==> src/gti_pkg.sv <==
`default_nettype none

package gti_pkg;

	localparam int unsigned CFG_W   = 9;
	localparam int unsigned ADDR_W  = 2;
	localparam int unsigned FIELD_W = 17;
	localparam int unsigned BASE_W  = 16;

	localparam logic [ADDR_W-1:0] REG_ROWS   = 2'd0;
	localparam logic [ADDR_W-1:0] REG_COLS   = 2'd1;
	localparam logic [ADDR_W-1:0] REG_U_WRAP = 2'd2;
	localparam logic [ADDR_W-1:0] REG_V_WRAP = 2'd3;

	typedef struct packed {
		logic [FIELD_W-1:0] slot;
		logic [FIELD_W-1:0] vert_a;
		logic [FIELD_W-1:0] vert_b;
		logic [FIELD_W-1:0] vert_c;
		logic               last;
	} tri_t;

endpackage

`default_nettype wire

==> src/gti_walk.sv <==
`default_nettype none

module gti_walk #(
	parameter int unsigned SIDE_W = 9
) (
	input  wire                 clk,
	input  wire                 arst_n,
	input  wire                 clear,
	input  wire                 step,
	input  wire                 restart,
	input  wire  [SIDE_W-1:0]   nu,
	input  wire  [SIDE_W-1:0]   nv,
	input  wire  [SIDE_W-1:0]   nrows,
	input  wire  [SIDE_W-1:0]   ncols,
	output gti_pkg::tri_t       tri_out
);

	logic [SIDE_W-1:0]          row_q;
	logic [SIDE_W-1:0]          col_q;
	logic                       second_q;
	logic [gti_pkg::BASE_W-1:0] base_q;
	logic [gti_pkg::FIELD_W-1:0] slot_q;

	// state as seen by this item, after an optional restart
	logic [SIDE_W-1:0]          row_c;
	logic [SIDE_W-1:0]          col_c;
	logic                       second_c;
	logic [gti_pkg::BASE_W-1:0] base_c;
	logic [gti_pkg::FIELD_W-1:0] slot_c;

	logic [gti_pkg::FIELD_W-1:0] here;
	logic [gti_pkg::FIELD_W-1:0] next;
	logic [SIDE_W-1:0]          jn;
	logic                       col_end;
	logic                       row_end;

	always_comb begin
		if (restart) begin
			row_c    = SIDE_W'(1);
			col_c    = SIDE_W'(1);
			second_c = 1'b0;
			base_c   = '0;
			slot_c   = '0;
		end else begin
			row_c    = row_q;
			col_c    = col_q;
			second_c = second_q;
			base_c   = base_q;
			slot_c   = slot_q;
		end
	end

	always_comb begin
		here = gti_pkg::FIELD_W'(base_c);
		next = (row_c == nu) ? '0 : here + gti_pkg::FIELD_W'(nv);
		jn   = (col_c == nv) ? SIDE_W'(1) : col_c + SIDE_W'(1);
		col_end = (col_c >= ncols);
		row_end = (row_c >= nrows);

		tri_out.slot = slot_c;
		if (!second_c) begin
			tri_out.vert_a = here + gti_pkg::FIELD_W'(col_c);
			tri_out.vert_b = here + gti_pkg::FIELD_W'(jn);
		end else begin
			tri_out.vert_a = here + gti_pkg::FIELD_W'(jn);
			tri_out.vert_b = next + gti_pkg::FIELD_W'(jn);
		end
		tri_out.vert_c = next + gti_pkg::FIELD_W'(col_c);
		tri_out.last   = (row_c == nrows) && (col_c == ncols) && second_c;
	end

	always_ff @(posedge clk or negedge arst_n) begin
		if (!arst_n) begin
			row_q    <= SIDE_W'(1);
			col_q    <= SIDE_W'(1);
			second_q <= 1'b0;
			base_q   <= '0;
			slot_q   <= '0;
		end else if (clear) begin
			row_q    <= SIDE_W'(1);
			col_q    <= SIDE_W'(1);
			second_q <= 1'b0;
			base_q   <= '0;
			slot_q   <= '0;
		end else if (step) begin
			slot_q <= slot_c + 1'b1;
			if (col_end) begin
				col_q <= SIDE_W'(1);
				if (row_end) begin
					row_q    <= SIDE_W'(1);
					base_q   <= '0;
					second_q <= !second_c;
					if (second_c) begin
						slot_q <= '0;
					end
				end else begin
					row_q    <= row_c + SIDE_W'(1);
					second_q <= second_c;
					base_q   <= base_c + gti_pkg::BASE_W'(nv);
				end
			end else begin
				col_q    <= col_c + SIDE_W'(1);
				row_q    <= row_c;
				second_q <= second_c;
				base_q   <= base_c;
			end
		end
	end

endmodule

`default_nettype wire

==> src/grid_triangle_index_generator.sv <==
`default_nettype none

// Walks the triangle list of a rows_count by cols_count vertex grid, one
// triangle per accepted item: all first-kind triangles cell by cell, then all
// second-kind ones, then the list repeats. Vertex numbers are one-based and
// row-major; u_wraps / v_wraps close the grid on itself. Sustained rate is one
// item per cycle while out_ready holds; an input stage feeds a result
// register; the walk counters and the accumulated row base are the only
// loop, and they advance once per item. A restart item emits the first
// triangle. Any configuration write returns the walk to the first triangle.

module grid_triangle_index_generator #(
	parameter int unsigned MAX_SIDE = 256
) (
	input  wire                            clk,
	input  wire                            arst_n,
	input  wire                            cfg_we,
	input  wire  [gti_pkg::ADDR_W-1:0]     cfg_addr,
	input  wire  [gti_pkg::CFG_W-1:0]      cfg_wdata,
	input  wire                            in_valid,
	output logic                           in_ready,
	input  wire                            restart,
	output logic                           out_valid,
	input  wire                            out_ready,
	output logic [gti_pkg::FIELD_W-1:0]    triangle_slot,
	output logic [gti_pkg::FIELD_W-1:0]    vertex_a,
	output logic [gti_pkg::FIELD_W-1:0]    vertex_b,
	output logic [gti_pkg::FIELD_W-1:0]    vertex_c,
	output logic                           final_triangle
);

	localparam int unsigned SIDE_W = $clog2(MAX_SIDE + 1);

	logic [gti_pkg::CFG_W-1:0] rows_q;
	logic [gti_pkg::CFG_W-1:0] cols_q;
	logic                      u_wrap_q;
	logic                      v_wrap_q;

	logic [SIDE_W-1:0] nu;
	logic [SIDE_W-1:0] nv;
	logic [SIDE_W-1:0] nrows;
	logic [SIDE_W-1:0] ncols;

	logic          valid_s1;
	logic          restart_s1;
	logic          advance;
	logic          out_valid_q;
	gti_pkg::tri_t tri_c;
	gti_pkg::tri_t out_tri_q;

	always_ff @(posedge clk or negedge arst_n) begin
		if (!arst_n) begin
			rows_q   <= gti_pkg::CFG_W'(2);
			cols_q   <= gti_pkg::CFG_W'(2);
			u_wrap_q <= 1'b0;
			v_wrap_q <= 1'b0;
		end else if (cfg_we) begin
			unique case (cfg_addr)
				gti_pkg::REG_ROWS:   rows_q   <= cfg_wdata;
				gti_pkg::REG_COLS:   cols_q   <= cfg_wdata;
				gti_pkg::REG_U_WRAP: u_wrap_q <= cfg_wdata[0];
				gti_pkg::REG_V_WRAP: v_wrap_q <= cfg_wdata[0];
				default: ;
			endcase
		end
	end

	// clamp sizes to 2..MAX_SIDE
	always_comb begin
		if (rows_q < gti_pkg::CFG_W'(2)) begin
			nu = SIDE_W'(2);
		end else if (32'(rows_q) > MAX_SIDE) begin
			nu = SIDE_W'(MAX_SIDE);
		end else begin
			nu = SIDE_W'(rows_q);
		end
		if (cols_q < gti_pkg::CFG_W'(2)) begin
			nv = SIDE_W'(2);
		end else if (32'(cols_q) > MAX_SIDE) begin
			nv = SIDE_W'(MAX_SIDE);
		end else begin
			nv = SIDE_W'(cols_q);
		end
		nrows = nu - SIDE_W'(1) + SIDE_W'(u_wrap_q);
		ncols = nv - SIDE_W'(1) + SIDE_W'(v_wrap_q);
	end

	assign advance  = valid_s1 && (!out_valid_q || out_ready);
	assign in_ready = !valid_s1 || advance;

	always_ff @(posedge clk or negedge arst_n) begin
		if (!arst_n) begin
			valid_s1 <= 1'b0;
		end else if (in_ready) begin
			valid_s1 <= in_valid;
		end
	end

	always_ff @(posedge clk) begin
		if (in_valid && in_ready) begin
			restart_s1 <= restart;
		end
	end

	gti_walk #(
		.SIDE_W (SIDE_W)
	) u_walk (
		.clk     (clk),
		.arst_n  (arst_n),
		.clear   (cfg_we),
		.step    (advance),
		.restart (restart_s1),
		.nu      (nu),
		.nv      (nv),
		.nrows   (nrows),
		.ncols   (ncols),
		.tri_out (tri_c)
	);

	always_ff @(posedge clk or negedge arst_n) begin
		if (!arst_n) begin
			out_valid_q <= 1'b0;
		end else if (advance) begin
			out_valid_q <= 1'b1;
		end else if (out_ready) begin
			out_valid_q <= 1'b0;
		end
	end

	always_ff @(posedge clk) begin
		if (advance) begin
			out_tri_q <= tri_c;
		end
	end

	assign out_valid      = out_valid_q;
	assign triangle_slot  = out_tri_q.slot;
	assign vertex_a       = out_tri_q.vert_a;
	assign vertex_b       = out_tri_q.vert_b;
	assign vertex_c       = out_tri_q.vert_c;
	assign final_triangle = out_tri_q.last;

	a_ready_when_empty: assert property (@(posedge clk) disable iff (!arst_n)
		!valid_s1 |-> in_ready)
		else $error("input not ready with empty stage");

	a_stage_lands: assert property (@(posedge clk) disable iff (!arst_n)
		advance |=> out_valid)
		else $error("advanced item did not reach result register");

	a_restart_first: assert property (@(posedge clk) disable iff (!arst_n)
		(advance && restart_s1) |=> (out_valid && triangle_slot == '0))
		else $error("restart item is not the first triangle");

	a_vertex_nonzero: assert property (@(posedge clk) disable iff (!arst_n)
		out_valid |-> (vertex_a != '0 && vertex_b != '0 && vertex_c != '0))
		else $error("vertex number zero");

endmodule

`default_nettype wire

==> config.mk <==
export PLATFORM = sky130hd
export DESIGN_NAME = grid_triangle_index_generator
export DESIGN_NICKNAME = d
export VERILOG_FILES = /design/src/gti_pkg.sv /design/src/gti_walk.sv /design/src/grid_triangle_index_generator.sv
export SDC_FILE = /design/constraint.sdc
export NUM_CORES = 1
export LEC_CHECK = 0
export ABC_AREA = 1
export BUFFER_PORTS_ARGS = -buffer_cell sky130_fd_sc_hd__buf_2
export CAP_MARGIN = 5
export CORE_MARGIN = 4
export CORE_UTILIZATION = 60
export DETAILED_ROUTE_END_ITERATION = 10
export PLACE_DENSITY = 0.76
export SLEW_MARGIN = 30
export SYNTH_ARGS = -nofsm -noshare
export SYNTH_HDL_FRONTEND = slang
export SYNTH_SLANG_ARGS = --single-unit
==> constraint.sdc <==
create_clock -name clk -period 8.4 [get_ports clk]
set_input_delay 0 -clock clk [delete_from_list [all_inputs] [get_ports clk]]
set_output_delay 0 -clock clk [all_outputs]
set_load 0.02 [all_outputs]
=== Word level (Yosys, flattened, before mapping) ===
Cells that the tools add are included.

* Register bits after elaboration: 144
* Bits in latches: 0
* Bits in writable memories: 0
* Memory bits (read-only): 0
* Output and inout bits: 71
* Memories kept: 0

* Add/sub/neg operators: 13
* Multiply operators: 0
* Divide/modulo/power cells: 0
* Order comparisons: 6
* Eq/ne operators: 7
* Shift operators: 0
* Mux-type cells: 34
* Bitwise gates (word level): 0
* Reduce and logical (&&, ||, !) cells: 16

{| class="wikitable"
|+ Operators with widths
! cell !! count
|-
| two-way mux 9 bit || 14
|-
| two-way mux 17 bit || 7
|-
| two-way mux 16 bit || 5
|-
| adder 16 x 9 -> 17 bit || 3
|-
| equality test 9 bit || 4
|-
| adder 17 x 9 -> 17 bit || 2
|-
| two-way mux 34 bit || 1
|-
| adder 9 x 1 -> 9 bit || 2
|-
| adder 9 x 1 -> 9 bit (second input constant) || 2
|-
| greater-or-equal comparator 9 bit || 2
|-
| > comparator 9 bit (second input constant) || 2
|-
| less-than comparator 9 x 2 -> 1 bit (second input constant) || 2
|-
| subtractor 9 x 1 -> 9 bit (second input constant) || 2
|-
| adder 17 x 1 -> 17 bit (second input constant) || 1
|-
| adder 16 x 9 -> 16 bit || 1
|-
| AND reduction 2 bit || 4
|-
| two-way mux 1 bit || 7
|-
| equality test 2 bit (second input constant) || 2
|-
| logical AND 1 bit || 4
|-
| nonzero test 2 bit || 2
|-
| logical NOT 1 bit || 3
|-
| equality test 2 x 1 -> 1 bit (second input constant) || 1
|-
| logical NOT 2 bit || 1
|-
| logical OR 1 bit || 2
|}

=== Logic depth before layout (Yosys ltp) ===
* Depth in word-level cells: 10
* Depth in mapped cells: 28
* Depth with buffers taken out: 27

=== Modules after synthesis ===
Synthesis repeated with hierarchy kept, for this count alone.

* Cell total of the unflattened synthesis: 1541
* Area, all modules: 11098.1 µm²

{| class="wikitable"
|+ By module, submodules not included
! module !! instances !! cells each !! area each (µm²) !! seq. area each (µm²)
|-
| gti_walk || 1 || 1244 || 7497.2 || 1303.8
|-
| grid_triangle_index_generator || 1 || 297 || 3601.0 || 2655.0
|}

=== Worst setup path after synthesis ===
Ideal clock, no wire load.

* Path type: register -> register
* Start: reg restart_s1
* End: reg out_tri_q, in the netlist vertex_b[13] (data pin)
* Data arrival time: 3931 ps
* Path slack: 4216 ps
* Cell stages (with the launch flop): 21
* Cells stage by stage: edfxtp_1 > buf_2 > buf_2 > buf_1 > buf_1 > nor2_1 > inv_1 > fa_1 > o31a_1 > o21ai_0 > a31oi_1 > xor2_1 > nand2_1 > inv_1 > ha_1 > a21oi_1 > o21ai_0 > nand2_1 > nand3_1 > nand3_1 > nand2_1

{| class="wikitable"
|+ RTL lines
! item !! RTL line !! RTL
|-
| from (decl) || grid_triangle_index_generator.sv:45 || <nowiki>logic restart_s1;</nowiki>
|-
| from (signal assigned) || grid_triangle_index_generator.sv:101 || <nowiki>restart_s1 <= restart;</nowiki>
|-
| to (signal assigned) || grid_triangle_index_generator.sv:132 || <nowiki>out_tri_q <= tri_c;</nowiki>
|-
| to (decl) || grid_triangle_index_generator.sv:49 || <nowiki>gti_pkg::tri_t out_tri_q;</nowiki>
|}

=== Final worst setup path ===
* Start: reg cols_q[8] (netlist name)
* End: reg u_walk.row_q[7]

* Word-level cells in the longest chain between the ends: 9

{| class="wikitable"
|+ Ends and longest elaborated chain
! item !! RTL line !! RTL
|-
| from (decl) || grid_triangle_index_generator.sv:35 || <nowiki>logic [gti_pkg::CFG_W-1:0] cols_q;</nowiki>
|-
| from (signal assigned) || grid_triangle_index_generator.sv:54 || <nowiki>cols_q <= gti_pkg::CFG_W'(2);</nowiki>
|-
| from (signal assigned) || grid_triangle_index_generator.sv:60 || <nowiki>gti_pkg::REG_COLS: cols_q <= cfg_wdata;</nowiki>
|-
| > comparator 9 bit || grid_triangle_index_generator.sv:79 || <nowiki>end else if (32'(cols_q) > MAX_SIDE) begin</nowiki>
|-
| two-way mux 9 bit || grid_triangle_index_generator.sv:79 ||
|-
| two-way mux 9 bit * || grid_triangle_index_generator.sv:77 || <nowiki>if (cols_q < gti_pkg::CFG_W'(2)) begin</nowiki>
|-
| subtractor 9 x 1 -> 9 bit * || grid_triangle_index_generator.sv:85 || <nowiki>ncols = nv - SIDE_W'(1) + SIDE_W'(v_wrap_q);</nowiki>
|-
| adder 9 x 1 -> 9 bit * || grid_triangle_index_generator.sv:85 ||
|-
| greater-or-equal comparator 9 bit * || gti_walk.sv:57 || <nowiki>col_end = (col_c >= ncols);</nowiki>
|-
| two-way mux 9 bit * || gti_walk.sv:87 || <nowiki>if (col_end) begin</nowiki>
|-
| two-way mux 9 bit * || gti_walk.sv:85 || <nowiki>end else if (step) begin</nowiki>
|-
| two-way mux 9 bit * || gti_walk.sv:79 || <nowiki>end else if (clear) begin</nowiki>
|-
| to (signal assigned) || gti_walk.sv:97 || <nowiki>row_q <= row_c + SIDE_W'(1);</nowiki>
|-
| to (signal assigned) || gti_walk.sv:103 || <nowiki>row_q <= row_c;</nowiki>
|-
| to (decl) || gti_walk.sv:18 || <nowiki>logic [SIDE_W-1:0] row_q;</nowiki>
|}

Every way passes the cells marked *; elsewhere a longest branch is shown, timed or not. The select of a mux whose other input is x is not followed.
A chain may end at the register's enable or synchronous reset.

==> impl_metrics.csv <==
group,metric,value,unit
layout,final_common_cell,"nand2_1",
setup_path,cpMaxStageDelayCell,"dfrtp_1",
global_routing,grt_pass1_wl,44200,um
power_and_ir_drop,p_leak,5.61,nW
detailed_routing,dr.pass1.iters,6,
floorplan,rows,47,
layout,area_growth,13.9,%
synthesis,ys_seq_area_share,38.9,%
layout,drive_gt1_share,12.3,%
floorplan,start_util,61.4,%
clock_network,clockBufferDepth,2,
power_and_ir_drop,vdd_drop_max,0.150,mV
detailed_routing,drc,0,
setup_path,crit_arrival,5220,ps
detailed_routing,routed_wl,26500,um
synthesis,syn_area,10200,um2
global_routing,grt_usage,28.2,%
flow_run,drv_cap,0,
layout,regArea,3960,um2
power_and_ir_drop,netSwitchingPower,0.766,mW
floorplan,core_area,16600,um2
power_and_ir_drop,combinationalPowerShare,26.8,%
layout,antenna_cells,0,
global_routing,antenna_found_initial,0,
global_routing,grt_overflow_total,0,
sta,rsz0062_at_grt,"no",
power_and_ir_drop,clock_power_share,34.5,%
power_and_ir_drop,p_total,2.23,mW
synthesis,dominantRegCellSynth,"edfxtp_1",
setup_path,rr_endpoint,"u_walk.row_q[7]",
floorplan,die_w,138,um
clock_network,root_buffer,"clkbuf_16",
setup_path,cp_max_fo,33,
power_and_ir_drop,p_sw_share,34.4,%
setup_path,crit_top_cell,"nand2_1",
setup_path,critPathCaptureType,"flop",
synthesis,synth_cell_types,53,
clock_network,clk_pin_slew,70,ps
power_and_ir_drop,power.internal,1.46,mW
placed_design,placed_area,10800,um2
setup_path,critPathBufInv,5,
layout,final_core_util,69.9,%
placed_design,globalplace.congestion,0.970,
sta,fmax,0.204,GHz
detailed_routing,first_iter_violations,728,
sta,tns,0,ps
setup_path,crit_required,8710,ps
sta,hold_viol,0,
synthesis,synth_edf_count,70,
setup_path,r2r_cells,22,
setup_path,rr_startpoint,"cols_q[8]",
synthesis,syn_area_per_cell,7.66,um2
clock_network,cts_tree,"built",
worst_hold_path,worstHoldPathType,"primary input to asynchronous set/reset pin",
sta,relSlewSlack,39.5,%
placed_design,io_buffer_count,87,
synthesis,netlist_instances,1329,
layout,multi_input_area,5310,um2
setup_path,path_class,"flop to flop",
synthesis,syn-num-nets,1419,
floorplan,die_y,138,um
detailed_routing,wl_per_cell,15.9,um
sta,fin_crit_sh,58.3,%
clock_network,htreeDepth,4,
global_routing,grt_pass1_vias,8891,
detailed_routing,ant_nets,0,
synthesis,synthArstFlopShare,51.4,%
global_routing,grt_max_degree,75,
sta,slew_violations,0,
floorplan,io_pins,88,
layout,n_fill_cell,1445,
setup_path,crit_chain,"inv_2 -> nand2_1 -> inv_1 -> nand4_1 -> nand2_1 -> ha_1 -> ha_1 -> nand3_1 -> nor4_1 -> nand2_1 -> xor2_1 -> inv_1 -> ha_1 -> nand2_1 -> o21ai_0 -> a21oi_1 -> nand3_1 -> buf_4 -> nand2_1 -> nand2_1 -> clkinv_1 -> a32o_1",
setup_path,crit_family,"simple AND/OR/NAND/NOR gates",
synthesis,synth_warnings,0,
setup_path,critical-path-max-stage-delay,490,ps
sta,finalSetupViolCount,0,
placed_design,dp.final_hpwl,19300,um
sta,worst_slew_pin_slew,907,ps
sta,fin_crit,4900,ps
layout,post-route-cell-area,11600,um2
detailed_routing,detailroute.via_count,9262,
detailed_routing,vias_per_cell,5.56,
power_and_ir_drop,pwr-share-seq,38.8,%
run_status,outcome,"finished, final reports clean",
sta,finClkSkew,11.7,ps
clock_network,cts_inserted_buffers,17,
layout,final_cell_mix,"nand2_1 (284), inv_1 (192), nor2_1 (150), buf_2 (87), o21ai_0 (84)",
floorplan,die_area,19100,um2
clock_network,cts.sinks,144,
setup_path,cp-start-kind,"flop",
power_and_ir_drop,power_density,192,nW/um2
clock_network,cts_resized,0,
synthesis,ys_seq_elements,144,
setup_path,reg2reg_slack,3500,ps
layout,finalNetCount,1522,
clock_network,clock_latency,430,ps
-- cells by family (layout without fill, tap and decap cells) --
| logic type | count (synthesis) | after routing | share of synthesized area, % |
|---|---|---|---|
| AND/OR/NAND/NOR | 592 | 592 | 24.8 |
| buffers and inverters | 239 | 355 | 9.02 |
| AO/OA/AOI/OAI | 209 | 209 | 11.7 |
| flip-flops | 144 | 144 | 38.9 |
| adder cells (fa/ha/maj) | 73 | 73 | 9.34 |
| XOR/XNOR | 71 | 71 | 6.11 |
| multiplexers | 1 | 1 | 0.0983 |
-- state kept, by name, indices dropped and copies added, names as in the netlist --
register         count
cols_q               9
final_triangle       1
out_valid            1
restart_s1           1
rows_q               9
triangle_slot       17
u_walk.base_q       16
u_walk.col_q         9
u_walk.row_q         9
u_walk.second_q      1
u_walk.slot_q       17
u_wrap_q             1
v_wrap_q             1
valid_s1             1
vertex_a            17
vertex_b            17
vertex_c            17
-- power by group through the flow --
stage                     clock, mW  combinational (mW)  sequential (mW)
after floorplan                   0               0.360            0.929
after global placement            0               0.577            0.875
after detailed placement          0               0.582            0.876
after CTS                     0.777               0.595            0.863
after global routing          0.805               0.667            0.872
final                         0.767               0.596            0.863
-- timing repair --
| action | CTS | global route |
|---|---|---|
| hold buffers | 18 | 0 |
| buffers inserted | 0 | 0 |
| endpoints found under the hold margin | 94 | 0 |
-- cell type report --
type	count	area share, %
Clock buffer	19	3.73
Clock inverter	13	1.29
Inverter	210	6.84
Multi-Input combinational cell	946	45.8
Sequential cell	144	34.1
Tap cell	220	2.37
Timing Repair Buffer	113	5.86
-- worst min-delay path, stage by stage --
cell           delay [ps]
dlygate4sd3_1         520
buf_2                 100
buf_6                 530
-- cell usage after synthesis, types with 2 or more instances --
cell type  instances  area, um2
nand2_1          284       1070
inv_1            193        724
nor2_1           151        567
o21ai_0           84        420
nand3_1           79        395
dfrtp_1           70       1750
edfxtp_1          70       2100
ha_1              68        851
xor2_1            53        464
a21oi_1           50        250
o22ai_1           29        181
nand4_1           21        131
clkbuf_1          20       75.1
xnor2_1           18        158
nor3_1            17       85.1
nand2_2           14       87.6
o21ai_1           11       55.1
inv_2              8       30.0
nor2_2             8       50.1
o32ai_1            7       61.3
clkinv_1           6       22.5
fa_1               5        100
o21bai_1           5       37.5
a31oi_1            4       25.0
buf_2              4       20.0
dfstp_2            4        105
nand3b_1           4       30.0
buf_1              3       11.3
nand3_2            3       30.0
nor4_1             3       18.8
o31ai_1            3       22.5
or2_2              3       18.8
a211oi_1           2       15.0
a21boi_0           2       15.0
a21o_1             2       15.0
clkinv_2           2       10.0
nand2_4            2       22.5
nor3_2             2       20.0
-- routing by layer --
metal	wire length [um]	GRT usage (%)	share of wire, %
met5	0	0	0
met4	642	9.57	2.4
met1	11900	38.7	45
met2	12400	46.0	47
met3	1570	4.14	5.9
-- metrics by stage --
step,hold slack (ps),setup slack (ps),instances
2_1_floorplan,-296,4220,1329
3_3_place_gp,181,3730,1615
3_5_place_dp,178,3630,1615
4_1_cts,265,3620,1665
5_1_grt,299,2970,1665
6_report,218,3500,1665
-- how the worst max path moves through the flow --
stage / end / startpoint / cells past startpoint / slack, ps
floorplan: vertex_b[13] / restart_s1 / 20 / 4220
global placement: u_walk.row_q[7] / cols_q[8] / 22 / 3730
detailed placement: u_walk.row_q[7] / cols_q[8] / 22 / 3630
CTS: u_walk.row_q[7] / cols_q[8] / 22 / 3620
global route: u_walk.base_q[8] / cols_q[8] / 23 / 2970
finish: u_walk.row_q[7] / cols_q[8] / 22 / 3500
Power figures use the tool's default switching activity.
